==> src/rtl/cluster_node_load_balancer_top_defines.svh <==
// ----------------------------------------------------------------------------
// Cluster node load balancer assertion macros
// Shared concurrent check forms, clocked on clk and gated by rst_n.
// ----------------------------------------------------------------------------
`ifndef CLUSTER_NODE_LOAD_BALANCER_TOP_DEFINES_SVH
`define CLUSTER_NODE_LOAD_BALANCER_TOP_DEFINES_SVH

// Same-cycle implication check
`define CLB_ASSERT_SAME(lbl, ante, cons) \
    lbl: assert property (@(posedge clk) disable iff (!rst_n) (ante) |-> (cons)) \
        else $error("check failed");

// Next-cycle implication check
`define CLB_ASSERT_NEXT(lbl, ante, cons) \
    lbl: assert property (@(posedge clk) disable iff (!rst_n) (ante) |=> (cons)) \
        else $error("check failed");

`endif

==> src/rtl/clb_pkg.sv <==
// ----------------------------------------------------------------------------
// Load balancer package
// Operation and status codes and the table control bundle.
// ----------------------------------------------------------------------------
package clb_pkg;

    localparam logic [2:0] MODE_INIT  = 3'd0;
    localparam logic [2:0] MODE_REG   = 3'd1;
    localparam logic [2:0] MODE_UPD   = 3'd2;
    localparam logic [2:0] MODE_QRY   = 3'd3;
    localparam logic [2:0] MODE_MIG   = 3'd4;
    localparam logic [2:0] MODE_BAL   = 3'd5;

    localparam logic [2:0] ST_OK       = 3'd0;
    localparam logic [2:0] ST_FULL     = 3'd1;
    localparam logic [2:0] ST_NOTFOUND = 3'd2;
    localparam logic [2:0] ST_DISABLED = 3'd3;
    localparam logic [2:0] ST_LOCAL    = 3'd4;

    typedef struct packed {
        logic rd_en;
        logic id_we;
        logic ld_we;
        logic act_set;
        logic clr_all;
    } tbl_ctl_t;

endpackage

==> src/rtl/cluster_node_load_balancer_top.sv <==
// Flow from the accepting edge to out_valid: init goes through S_FIN, disabled and
//   unused modes straight to S_DONE; register, update and query read every table
//   entry in turn (S_RD, S_PR) and then S_FIN; migrate does the same without S_FIN.
// Balance adds the serial divide after the walk (S_DST, S_DIV, S_CMP). One request at
//   a time; the next is taken once the result has entered the output register.
// Reset: table empty and inactive, block disabled, local_node = 1.
// ----------------------------------------------------------------------------
// Cluster node load balancer top level
// Node table walked entry by entry under a small sequencer, with a
// serial divider for the balance average.
// ----------------------------------------------------------------------------
`include "cluster_node_load_balancer_top_defines.svh"

module cluster_node_load_balancer_top
    import clb_pkg::*;
#(
    parameter int TABLE_ENTRIES = 32,
    parameter int LOAD_WIDTH    = 16
)
(
    input  logic        clk,
    input  logic        rst_n,
    // configuration port
    input  logic        psel,
    input  logic        penable,
    input  logic        pwrite,
    input  logic [2:0]  paddr,
    input  logic [31:0] pwdata,
    output logic [31:0] prdata,
    output logic        pready,
    // request channel
    input  logic        in_valid,
    output logic        in_ready,
    input  logic [2:0]  mode,
    input  logic [31:0] node_id,
    input  logic [15:0] load,
    // result channel
    output logic        out_valid,
    input  logic        out_ready,
    output logic [2:0]  status,
    output logic [4:0]  slot,
    output logic [15:0] load_value,
    output logic        migrate_needed,
    output logic [31:0] best_node
);

    localparam int IDXW = $clog2(TABLE_ENTRIES);
    localparam int CNTW = $clog2(TABLE_ENTRIES + 1);
    localparam int TOTW = LOAD_WIDTH + CNTW;
    localparam int CMPW = TOTW + 4;
    localparam logic [LOAD_WIDTH-1:0] LOAD_MAX = '1;

    localparam logic [2:0] S_IDLE = 3'd0;
    localparam logic [2:0] S_RD   = 3'd1;
    localparam logic [2:0] S_PR   = 3'd2;
    localparam logic [2:0] S_FIN  = 3'd3;
    localparam logic [2:0] S_DST  = 3'd4;
    localparam logic [2:0] S_DIV  = 3'd5;
    localparam logic [2:0] S_CMP  = 3'd6;
    localparam logic [2:0] S_DONE = 3'd7;

    // configuration
    logic [31:0] local_reg;
    logic        cfg_wr;

    assign pready = 1'b1;
    assign cfg_wr = psel && penable && pwrite;
    assign prdata = (paddr[2] == 1'b0) ? local_reg : '0;

    always_ff @(posedge clk or negedge rst_n)
    begin
        if (!rst_n)
        begin
            local_reg <= 32'd1;
        end
        else if (cfg_wr && paddr[2] == 1'b0)
        begin
            local_reg <= pwdata;
        end
    end

    // sequencer state
    logic [2:0]            state_reg, state_next;
    logic [IDXW-1:0]       idx_reg, idx_next;
    logic                  enabled_reg, enabled_next;
    logic [2:0]            mode_reg, mode_next;
    logic [31:0]           id_reg, id_next;
    logic [LOAD_WIDTH-1:0] ld_reg, ld_next;

    // scan accumulators
    logic                  hit_reg, hit_next;
    logic [IDXW-1:0]       hit_idx_reg, hit_idx_next;
    logic [LOAD_WIDTH-1:0] hit_ld_reg, hit_ld_next;
    logic                  free_reg, free_next;
    logic [IDXW-1:0]       free_idx_reg, free_idx_next;
    logic                  loc_reg, loc_next;
    logic [LOAD_WIDTH-1:0] loc_ld_reg, loc_ld_next;
    logic [TOTW-1:0]       tot_reg, tot_next;
    logic [CNTW-1:0]       cnt_reg, cnt_next;
    logic [31:0]           minl_reg, minl_next;

    // pending result
    logic [2:0]  st_reg, st_next;
    logic [4:0]  slot_reg, slot_next;
    logic [15:0] lval_reg, lval_next;
    logic        mig_reg, mig_next;
    logic [31:0] tgt_reg, tgt_next;

    // result output register
    logic        out_valid_reg, out_valid_next;
    logic [2:0]  o_st_reg, o_st_next;
    logic [4:0]  o_slot_reg, o_slot_next;
    logic [15:0] o_lval_reg, o_lval_next;
    logic        o_mig_reg, o_mig_next;
    logic [31:0] o_tgt_reg, o_tgt_next;

    // table and divider hookup
    tbl_ctl_t              tctl;
    logic [IDXW-1:0]       wr_addr;
    logic [31:0]           wr_id;
    logic [LOAD_WIDTH-1:0] wr_ld;
    logic [31:0]           rd_id;
    logic [LOAD_WIDTH-1:0] rd_ld;
    logic                  rd_act;
    logic                  div_start;
    logic                  div_done;
    logic [TOTW-1:0]       avg;

    logic                  last;
    logic [LOAD_WIDTH-1:0] mig_ld;
    logic [CMPW-1:0]       avg7;
    logic [CMPW-1:0]       loc10;

    clb_table #(
        .TABLE_ENTRIES (TABLE_ENTRIES),
        .LOAD_WIDTH    (LOAD_WIDTH)
    ) u_table (
        .clk     (clk),
        .rst_n   (rst_n),
        .ctl     (tctl),
        .rd_addr (idx_reg),
        .wr_addr (wr_addr),
        .wr_id   (wr_id),
        .wr_ld   (wr_ld),
        .rd_id   (rd_id),
        .rd_ld   (rd_ld),
        .rd_act  (rd_act)
    );

    clb_div #(
        .NUM_W (TOTW),
        .DEN_W (CNTW)
    ) u_div (
        .clk   (clk),
        .rst_n (rst_n),
        .start (div_start),
        .num   (tot_reg),
        .den   (cnt_reg),
        .done  (div_done),
        .quo   (avg)
    );

    assign in_ready = (state_reg == S_IDLE);
    assign last     = (idx_reg == IDXW'(TABLE_ENTRIES - 1));

    // migrate: drop the local load, then raise the destination load
    always_comb
    begin
        mig_ld = rd_ld;
        if (rd_id == local_reg && mig_ld != '0)
        begin
            mig_ld = mig_ld - LOAD_WIDTH'(1);
        end
        if (rd_id == id_reg && mig_ld != LOAD_MAX)
        begin
            mig_ld = mig_ld + LOAD_WIDTH'(1);
        end
    end

    // local > floor(7*avg/10)+2  <=>  7*avg < 10*(local-2), local > 2
    assign avg7  = (CMPW'(avg) << 3) - CMPW'(avg);
    assign loc10 = (CMPW'(loc_ld_reg - LOAD_WIDTH'(2)) << 3)
                 + (CMPW'(loc_ld_reg - LOAD_WIDTH'(2)) << 1);

    always_comb
    begin
        state_next    = state_reg;
        idx_next      = idx_reg;
        enabled_next  = enabled_reg;
        mode_next     = mode_reg;
        id_next       = id_reg;
        ld_next       = ld_reg;
        hit_next      = hit_reg;
        hit_idx_next  = hit_idx_reg;
        hit_ld_next   = hit_ld_reg;
        free_next     = free_reg;
        free_idx_next = free_idx_reg;
        loc_next      = loc_reg;
        loc_ld_next   = loc_ld_reg;
        tot_next      = tot_reg;
        cnt_next      = cnt_reg;
        minl_next     = minl_reg;
        st_next       = st_reg;
        slot_next     = slot_reg;
        lval_next     = lval_reg;
        mig_next      = mig_reg;
        tgt_next      = tgt_reg;
        out_valid_next = out_valid_reg && !out_ready;
        o_st_next     = o_st_reg;
        o_slot_next   = o_slot_reg;
        o_lval_next   = o_lval_reg;
        o_mig_next    = o_mig_reg;
        o_tgt_next    = o_tgt_reg;
        tctl          = '0;
        wr_addr       = idx_reg;
        wr_id         = id_reg;
        wr_ld         = '0;
        div_start     = 1'b0;

        unique case (state_reg)
            S_IDLE:
            begin
                if (in_valid)
                begin
                    // latch the request and clear the scan state
                    mode_next  = mode;
                    id_next    = node_id;
                    ld_next    = LOAD_WIDTH'(load);
                    idx_next   = '0;
                    hit_next   = 1'b0;
                    free_next  = 1'b0;
                    loc_next   = 1'b0;
                    loc_ld_next = '0;
                    tot_next   = '0;
                    cnt_next   = '0;
                    minl_next  = '1;
                    st_next    = ST_OK;
                    slot_next  = '0;
                    lval_next  = '0;
                    mig_next   = 1'b0;
                    tgt_next   = local_reg;
                    unique case (mode)
                        MODE_INIT:
                        begin
                            state_next = S_FIN;
                        end
                        MODE_REG, MODE_UPD, MODE_QRY:
                        begin
                            state_next = S_RD;
                        end
                        MODE_MIG:
                        begin
                            if (!enabled_reg)
                            begin
                                st_next    = ST_DISABLED;
                                state_next = S_DONE;
                            end
                            else if (node_id == local_reg)
                            begin
                                st_next    = ST_LOCAL;
                                state_next = S_DONE;
                            end
                            else
                            begin
                                state_next = S_RD;
                            end
                        end
                        MODE_BAL:
                        begin
                            if (!enabled_reg)
                            begin
                                st_next    = ST_DISABLED;
                                state_next = S_DONE;
                            end
                            else
                            begin
                                state_next = S_RD;
                            end
                        end
                        default:
                        begin
                            state_next = S_DONE;
                        end
                    endcase
                end
            end

            S_RD:
            begin
                tctl.rd_en = 1'b1;
                state_next = S_PR;
            end

            S_PR:
            begin
                unique case (mode_reg)
                    MODE_MIG:
                    begin
                        tctl.ld_we = 1'b1;
                        wr_ld      = mig_ld;
                    end
                    MODE_BAL:
                    begin
                        if (rd_id == local_reg && !loc_reg)
                        begin
                            loc_next    = 1'b1;
                            loc_ld_next = rd_ld;
                        end
                        if (rd_act)
                        begin
                            tot_next = tot_reg + TOTW'(rd_ld);
                            cnt_next = cnt_reg + CNTW'(1);
                            if (32'(rd_ld) < minl_reg)
                            begin
                                minl_next = 32'(rd_ld);
                                tgt_next  = rd_id;
                            end
                        end
                    end
                    default:
                    begin
                        if (rd_act && rd_id == id_reg && !hit_reg)
                        begin
                            hit_next     = 1'b1;
                            hit_idx_next = idx_reg;
                            hit_ld_next  = rd_ld;
                        end
                        if (!rd_act && !free_reg)
                        begin
                            free_next     = 1'b1;
                            free_idx_next = idx_reg;
                        end
                    end
                endcase
                if (last)
                begin
                    unique case (mode_reg)
                        MODE_MIG: state_next = S_DONE;
                        MODE_BAL: state_next = S_DST;
                        default:  state_next = S_FIN;
                    endcase
                end
                else
                begin
                    idx_next   = idx_reg + IDXW'(1);
                    state_next = S_RD;
                end
            end

            S_FIN:
            begin
                state_next = S_DONE;
                unique case (mode_reg)
                    MODE_INIT:
                    begin
                        // clear marks and loads, install the local node
                        tctl.clr_all = 1'b1;
                        tctl.id_we   = 1'b1;
                        tctl.act_set = 1'b1;
                        wr_addr      = '0;
                        wr_id        = local_reg;
                        enabled_next = 1'b1;
                    end
                    MODE_REG:
                    begin
                        if (hit_reg)
                        begin
                            slot_next = 5'(hit_idx_reg);
                        end
                        else if (free_reg)
                        begin
                            tctl.id_we   = 1'b1;
                            tctl.ld_we   = 1'b1;
                            tctl.act_set = 1'b1;
                            wr_addr      = free_idx_reg;
                            slot_next    = 5'(free_idx_reg);
                        end
                        else
                        begin
                            st_next = ST_FULL;
                        end
                    end
                    MODE_UPD:
                    begin
                        if (hit_reg)
                        begin
                            tctl.ld_we = 1'b1;
                            wr_addr    = hit_idx_reg;
                            wr_ld      = ld_reg;
                            slot_next  = 5'(hit_idx_reg);
                        end
                        else
                        begin
                            st_next = ST_NOTFOUND;
                        end
                    end
                    default:
                    begin
                        if (hit_reg)
                        begin
                            slot_next = 5'(hit_idx_reg);
                            lval_next = 16'(hit_ld_reg);
                        end
                        else
                        begin
                            st_next = ST_NOTFOUND;
                        end
                    end
                endcase
            end

            S_DST:
            begin
                if (cnt_reg == '0)
                begin
                    state_next = S_DONE;
                end
                else
                begin
                    div_start  = 1'b1;
                    state_next = S_DIV;
                end
            end

            S_DIV:
            begin
                if (div_done)
                begin
                    state_next = S_CMP;
                end
            end

            S_CMP:
            begin
                mig_next   = (loc_ld_reg > LOAD_WIDTH'(2)) && (avg7 < loc10)
                             && (tgt_reg != local_reg);
                state_next = S_DONE;
            end

            S_DONE:
            begin
                // hand over once the output register is free
                if (!out_valid_reg || out_ready)
                begin
                    out_valid_next = 1'b1;
                    o_st_next      = st_reg;
                    o_slot_next    = slot_reg;
                    o_lval_next    = lval_reg;
                    o_mig_next     = mig_reg;
                    o_tgt_next     = tgt_reg;
                    state_next     = S_IDLE;
                end
            end

            default:
            begin
                state_next = S_IDLE;
            end
        endcase
    end

    always_ff @(posedge clk)
    begin
        mode_reg     <= mode_next;
        id_reg       <= id_next;
        ld_reg       <= ld_next;
        hit_idx_reg  <= hit_idx_next;
        hit_ld_reg   <= hit_ld_next;
        free_idx_reg <= free_idx_next;
        loc_ld_reg   <= loc_ld_next;
        tot_reg      <= tot_next;
        minl_reg     <= minl_next;
        st_reg       <= st_next;
        slot_reg     <= slot_next;
        lval_reg     <= lval_next;
        mig_reg      <= mig_next;
        tgt_reg      <= tgt_next;
        o_st_reg     <= o_st_next;
        o_slot_reg   <= o_slot_next;
        o_lval_reg   <= o_lval_next;
        o_mig_reg    <= o_mig_next;
        o_tgt_reg    <= o_tgt_next;
    end

    always_ff @(posedge clk or negedge rst_n)
    begin
        if (!rst_n)
        begin
            state_reg     <= S_IDLE;
            idx_reg       <= '0;
            enabled_reg   <= 1'b0;
            hit_reg       <= 1'b0;
            free_reg      <= 1'b0;
            loc_reg       <= 1'b0;
            cnt_reg       <= '0;
            out_valid_reg <= 1'b0;
        end
        else
        begin
            state_reg     <= state_next;
            idx_reg       <= idx_next;
            enabled_reg   <= enabled_next;
            hit_reg       <= hit_next;
            free_reg      <= free_next;
            loc_reg       <= loc_next;
            cnt_reg       <= cnt_next;
            out_valid_reg <= out_valid_next;
        end
    end

    assign out_valid      = out_valid_reg;
    assign status         = o_st_reg;
    assign slot           = o_slot_reg;
    assign load_value     = o_lval_reg;
    assign migrate_needed = o_mig_reg;
    assign best_node      = o_tgt_reg;

    // accepted request leaves the block busy in the next cycle
    `CLB_ASSERT_NEXT(a_busy_after_accept, in_valid && in_ready, !in_ready)
    // migration verdict never points back at the local node
    `CLB_ASSERT_SAME(a_mig_remote, out_valid && migrate_needed, best_node != local_reg)
    // divider only runs for balance with a nonzero active count
    `CLB_ASSERT_SAME(a_div_start, div_start, mode_reg == MODE_BAL && cnt_reg != '0 && enabled_reg)

endmodule

==> src/rtl/clb_table.sv <==
// ----------------------------------------------------------------------------
// Load balancer node table
// Id and load memories with registered read, plus per-entry valid and
// active bits.
// ----------------------------------------------------------------------------
module clb_table
    import clb_pkg::*;
#(
    parameter int TABLE_ENTRIES = 32,
    parameter int LOAD_WIDTH    = 16,
    localparam int IDXW         = $clog2(TABLE_ENTRIES)
)
(
    input  logic                  clk,
    input  logic                  rst_n,
    input  tbl_ctl_t              ctl,
    input  logic [IDXW-1:0]       rd_addr,
    input  logic [IDXW-1:0]       wr_addr,
    input  logic [31:0]           wr_id,
    input  logic [LOAD_WIDTH-1:0] wr_ld,
    output logic [31:0]           rd_id,
    output logic [LOAD_WIDTH-1:0] rd_ld,
    output logic                  rd_act
);

    logic [31:0]              id_mem [TABLE_ENTRIES];
    logic [LOAD_WIDTH-1:0]    ld_mem [TABLE_ENTRIES];
    logic [TABLE_ENTRIES-1:0] id_vld_reg;
    logic [TABLE_ENTRIES-1:0] id_vld_next;
    logic [TABLE_ENTRIES-1:0] ld_vld_reg;
    logic [TABLE_ENTRIES-1:0] ld_vld_next;
    logic [TABLE_ENTRIES-1:0] act_reg;
    logic [TABLE_ENTRIES-1:0] act_next;
    logic [31:0]              rd_id_reg;
    logic [LOAD_WIDTH-1:0]    rd_ld_reg;
    logic                     rd_idv_reg;
    logic                     rd_ldv_reg;
    logic                     rd_act_reg;

    always_ff @(posedge clk)
    begin
        if (ctl.id_we)
        begin
            id_mem[wr_addr] <= wr_id;
        end
        if (ctl.ld_we)
        begin
            ld_mem[wr_addr] <= wr_ld;
        end
        if (ctl.rd_en)
        begin
            rd_id_reg <= id_mem[rd_addr];
            rd_ld_reg <= ld_mem[rd_addr];
        end
    end

    // clear first, then mark the written entry
    always_comb
    begin
        id_vld_next = id_vld_reg;
        ld_vld_next = ld_vld_reg;
        act_next    = act_reg;
        if (ctl.clr_all)
        begin
            ld_vld_next = '0;
            act_next    = '0;
        end
        if (ctl.id_we)
        begin
            id_vld_next[wr_addr] = 1'b1;
        end
        if (ctl.ld_we)
        begin
            ld_vld_next[wr_addr] = 1'b1;
        end
        if (ctl.act_set)
        begin
            act_next[wr_addr] = 1'b1;
        end
    end

    always_ff @(posedge clk or negedge rst_n)
    begin
        if (!rst_n)
        begin
            id_vld_reg <= '0;
            ld_vld_reg <= '0;
            act_reg    <= '0;
            rd_idv_reg <= 1'b0;
            rd_ldv_reg <= 1'b0;
            rd_act_reg <= 1'b0;
        end
        else
        begin
            id_vld_reg <= id_vld_next;
            ld_vld_reg <= ld_vld_next;
            act_reg    <= act_next;
            if (ctl.rd_en)
            begin
                rd_idv_reg <= id_vld_reg[rd_addr];
                rd_ldv_reg <= ld_vld_reg[rd_addr];
                rd_act_reg <= act_reg[rd_addr];
            end
        end
    end

    // never-written entries read as zero
    assign rd_id  = rd_idv_reg ? rd_id_reg : '0;
    assign rd_ld  = rd_ldv_reg ? rd_ld_reg : '0;
    assign rd_act = rd_act_reg;

endmodule

==> src/rtl/clb_div.sv <==
// ----------------------------------------------------------------------------
// Load balancer divider
// Restoring divider, one quotient bit per cycle.
// ----------------------------------------------------------------------------
module clb_div
    import clb_pkg::*;
#(
    parameter int NUM_W = 22,
    parameter int DEN_W = 6
)
(
    input  logic             clk,
    input  logic             rst_n,
    input  logic             start,
    input  logic [NUM_W-1:0] num,
    input  logic [DEN_W-1:0] den,
    output logic             done,
    output logic [NUM_W-1:0] quo
);

    localparam int CW = $clog2(NUM_W + 1);

    logic [NUM_W-1:0] quo_reg;
    logic [NUM_W-1:0] quo_next;
    logic [DEN_W-1:0] rem_reg;
    logic [DEN_W-1:0] rem_next;
    logic [DEN_W-1:0] den_reg;
    logic [CW-1:0]    cnt_reg;
    logic [CW-1:0]    cnt_next;
    logic             busy_reg;
    logic             busy_next;
    logic             done_reg;
    logic             done_next;
    logic [DEN_W:0]   trial;

    always_comb
    begin
        quo_next  = quo_reg;
        rem_next  = rem_reg;
        cnt_next  = cnt_reg;
        busy_next = busy_reg;
        done_next = 1'b0;
        trial     = {rem_reg, quo_reg[NUM_W-1]};
        if (start)
        begin
            quo_next  = num;
            rem_next  = '0;
            cnt_next  = CW'(NUM_W);
            busy_next = 1'b1;
        end
        else if (busy_reg)
        begin
            // shift in the next dividend bit, subtract when it fits
            if (trial >= {1'b0, den_reg})
            begin
                rem_next = DEN_W'(trial - {1'b0, den_reg});
                quo_next = {quo_reg[NUM_W-2:0], 1'b1};
            end
            else
            begin
                rem_next = trial[DEN_W-1:0];
                quo_next = {quo_reg[NUM_W-2:0], 1'b0};
            end
            cnt_next = cnt_reg - CW'(1);
            if (cnt_reg == CW'(1))
            begin
                busy_next = 1'b0;
                done_next = 1'b1;
            end
        end
    end

    always_ff @(posedge clk)
    begin
        quo_reg <= quo_next;
        rem_reg <= rem_next;
        if (start)
        begin
            den_reg <= den;
        end
    end

    always_ff @(posedge clk or negedge rst_n)
    begin
        if (!rst_n)
        begin
            cnt_reg  <= '0;
            busy_reg <= 1'b0;
            done_reg <= 1'b0;
        end
        else
        begin
            cnt_reg  <= cnt_next;
            busy_reg <= busy_next;
            done_reg <= done_next;
        end
    end

    assign done = done_reg;
    assign quo  = quo_reg;

endmodule

==> config.mk <==
export PLATFORM = sky130hd
export DESIGN_NAME = cluster_node_load_balancer_top
export DESIGN_NICKNAME = d
export VERILOG_FILES = /design/src/rtl/clb_pkg.sv /design/src/rtl/cluster_node_load_balancer_top.sv /design/src/rtl/clb_table.sv /design/src/rtl/clb_div.sv
export VERILOG_INCLUDE_DIRS = /design/src /design/src/rtl
export SDC_FILE = /design/constraint.sdc
export NUM_CORES = 2
export LEC_CHECK = 0
export BUFFER_PORTS_ARGS = -buffer_cell sky130_fd_sc_hd__buf_4
export CAP_MARGIN = 20
export CORE_ASPECT_RATIO = 0.75
export CORE_MARGIN = 4
export CORE_UTILIZATION = 50
export CTS_CLUSTER_DIAMETER = 60
export DETAILED_ROUTE_END_ITERATION = 16
export HOLD_SLACK_MARGIN = 0.08
export PLACE_DENSITY = 0.72
export RECOVER_POWER = 100
export SLEW_MARGIN = 10
export SYNTH_ARGS = -nofsm -noshare
export SYNTH_HDL_FRONTEND = slang
export SYNTH_SLANG_ARGS = --single-unit
==> constraint.sdc <==
create_clock -name clk -period 6.95 [get_ports clk]
set_input_delay 1.0425 -clock clk [delete_from_list [all_inputs] [get_ports clk]]
set_output_delay 1.0425 -clock clk [all_outputs]
set_load 0.1 [all_outputs]
==> reports/results.ini <==
[clocking]
ctsHoldBuffers=0
cts_buffer_depth=3
cts-resized-gates=0
cts-root-buf=clkbuf_16
htreeDepth=4
cts_tree=done
cts_made_buffers=193
clk_latency_ns=0.81
cts_sinks=2021
clkTransAtPathRegs_ns=0.06
post_cts_buffers=0

[route]
drtAntennaViolNets=0
drcViolationCount=0
vias_per_cell=6.105
totalWireLength_um=211700
vias=49600
drtIter0Drc=6322
first_pass_iters=8
wl_per_cell_um=26.05

[setup_path]
worst-r2r-cell-count=7
max_stage_delay_ns=2.13
required_ns=7.43
critical_path_class=flop to flop
critPathLaunchType=flop
critPathArrivalTime_ns=6.78
path_cells=nand2_4 -> clkbuf_4 -> o221ai_1 -> nand2_1 -> nand2_1 -> o221ai_1 -> o21ai_0
end_kind=flop
rr_endpoint=u_table.rd_id_reg[24]$_DFFE_PP_
cp_top_family=flip-flops
regToRegSetupSlack_ns=0.65
r2r_start=idx_reg[2]$_DFFE_PN0P_
path_buf_inv=1
cp_slowest_cell=dfrtp_1
cp_max_fo=62

[power]
swShare=0.3440
p_int_uw=24040
vdd_drop_max_v=0.0003654
p_switching_uw=12610
clkPwrFrac=0.277
seqPwrFrac=0.410
p_leak_uw=0.03233
pwr_density_cell_nw_per_um2=385.5
power.share.combinational=0.313

[run_status]
violations=capacitance limit, slew limit
status=complete, but fails checks

[layout]
largest_reg_flops=1024
largest_register=u_table.id_mem
syn2layout_area_growth_pct=11.60
reg_top3=u_table.id_mem: 1024 flops, u_table.ld_mem: 512 flops
layout-drive-gt1-share=0.1443
final-seq-area_um2=59840
multi_input_area_um2=24120
num-nets-final=5921
nFillCells=12890

[logic_synthesis]
synth_top_area_share=0.6550
yosys_warnings=0
synth_area_um2=85180
async_flop_share=0.07768
synth_ff_type=edfxtp_1
yosysSeqAreaShare=0.7026
synth_edf_count=1858
syn_inst=5490
yosysUniqueCellTypes=85
avgSynthCellArea_um2=15.52
post-synth-top-area-cell=edfxtp_1
synth_seq_cells=2021
synth_nets=5692
synth_area_leaders=edfxtp_1 (66%), mux4_2 (5.4%), dfrtp_1 (4.6%), mux2i_1 (3.7%), nand2_1 (2.5%)

[die]
die_area_um2=177100
dieWidth_um=484.6
core_um2=168300
die_h_um=365.4
initial_core_util=0.5060
rows=130
ios=185

[global_routing]
overflow=0
gr-usage-all-layers=0.2360
grt_pass1_wl_um=314900
grt_pass1_vias=48440
grt_max_degree=129
antenna_found_initial=5

[min_path]
min_path_type=flop to flop
min_from=lval_reg[15]$_SDFFCE_PN0P_
whs_endpoint=load_value[15]$_DFFE_PP_
min_path_cells=0

[timing]
skew_ns=0.02311
rsz0062_at_grt=no
fin_crit_sh=0.9072
timing.fmax_mhz=158.6
fin_ws_ns=0.6451
setup_violations=0
tns_ns=0
finalHoldViolCount=0
slew_headroom=-1.725
post-route-min-period_ns=6.305
tightest_slew_ns=4.087
slew_violations=867

[run]
cap_violations=21

[place]
port_buffers=181
place_ws_ns=1.348
place_congestion=0.8527
dp_hpwl_um=128300

placed cells by master, fill, tap and decap left out, types with 33 or more instances in the layout:
master / instances
edfxtp_1: 1858
nand2_1: 558
mux2i_1: 319
o21ai_0: 268
clkbuf_1: 240
a21oi_1: 206
mux4_2: 204
clkbuf_16: 196
nor2_1: 181
dfrtp_1: 155
o221ai_1: 146
mux2_2: 134
xnor2_1: 115
ha_1: 106
inv_1: 95
a21o_1: 93
buf_4: 79
nand3_1: 76
xor2_1: 72
o22ai_1: 63
nor2b_1: 47
clkinv_1: 44
nor3_1: 38
clkinv_2: 35
clkbuf_2: 35
nand4_1: 34
nor2_4: 34
or2_2: 33
synth_stat cells, drive strengths merged (7+ instances only):
library cell / count
nor2: 225
nand3: 76
or2: 38
a31oi: 12
o31ai: 7
nor4: 18
and4: 8
nand2: 559
xnor2: 115
and2: 29
buf: 90
and3: 23
o211ai: 11
nand4: 35
a22o: 12
mux2i: 319
inv: 97
ha: 106
mux2: 134
nand3b: 17
dfrtp: 156
mux4: 204
xor2: 72
nand2b: 14
a21oi: 206
nor2b: 47
o22ai: 63
a211oi: 13
nor4bb: 8
and4bb: 8
clkbuf: 214
or4: 10
a21o: 93
o21ai: 275
edfxtp: 1858
o221ai: 146
o41ai: 7
o21a: 9
or3: 12
a22oi: 30
nor3: 40
area by class of cell:
type / instances / share of cell area
clock inverters: 108 / 0.009911
diodes: 5 / 0.0001316
clock buffers: 244 / 0.05402
well taps: 2244 / 0.02954
inverters: 98 / 0.003870
repair buffers: 338 / 0.01928
multi-input cells: 3067 / 0.2537
flip-flops and latches: 2021 / 0.6296
worst max path at each step:
stage,start,to,depth (start not counted)
6_report,idx_reg[2]$_DFFE_PN0P_,u_table.rd_id_reg[24]$_DFFE_PP_,7
5_1_grt,u_table.rd_ldv_reg$_DFFE_PN0P_,u_table.ld_mem[25][4]$_DFFE_PP_,17
4_1_cts,u_table.rd_idv_reg$_DFFE_PN0P_,u_table.ld_mem[26][11]$_DFFE_PP_,14
3_5_place_dp,u_table.rd_idv_reg$_DFFE_PN0P_,u_table.ld_mem[20][11]$_DFFE_PP_,14
3_3_place_gp,u_table.rd_idv_reg$_DFFE_PN0P_,u_table.ld_mem[22][11]$_DFFE_PP_,15
2_1_floorplan,state_reg[1]$_DFFE_PN0P_,lval_reg[0]$_SDFFCE_PN0P_,7
kinds of logic after synthesis:
kind of cell             after synthesis  synth area share
multiplexers                         657            0.1091
other                                  1        0.00004403
adder cells (fa/ha/maj)              109           0.01628
buffers and inverters                402           0.01826
XOR/XNOR                             187           0.01923
AO/OA/AOI/OAI                        936           0.07066
AND/OR/NAND/NOR                     1177           0.06382
flip-flops                          2021            0.7026
power groups by stage:
stage | sequential (uW) | combinational, uW | clock, uW
final | 15000 | 11500 | 10100
after CTS | 15000 | 11500 | 10300
after floorplan | 15400 | 7830 | 0
after global routing | 15100 | 12400 | 10800
after detailed placement | 15300 | 11400 | 0
after global placement | 15200 | 11200 | 0
metrics by stage:
stage	hold slack (ns)	instance area, um2	power [uW]	util	cells
final	0.4168	95060	36650	0.5647	8125
after global routing	0.3996	95050	38370	0.5646	8122
after CTS	0.1883	95780	36780	0.5689	8094
after detailed placement	0.4045	89700	26680	0.5328	7742
after global placement	0.4028	89630	26460	0.5324	7739
after floorplan	0.4003	85180	23270	-	5490
metal layers:
layer,global-route usage,up-vias,wire (um)
met5,0,-,0
met1,0.3486,25170,89350
met2,0.3634,2392,96800
met4,0.05986,0,4642
met3,0.04682,298,20870
li1,-,21740,-
(Power assumes the default switching activity.)
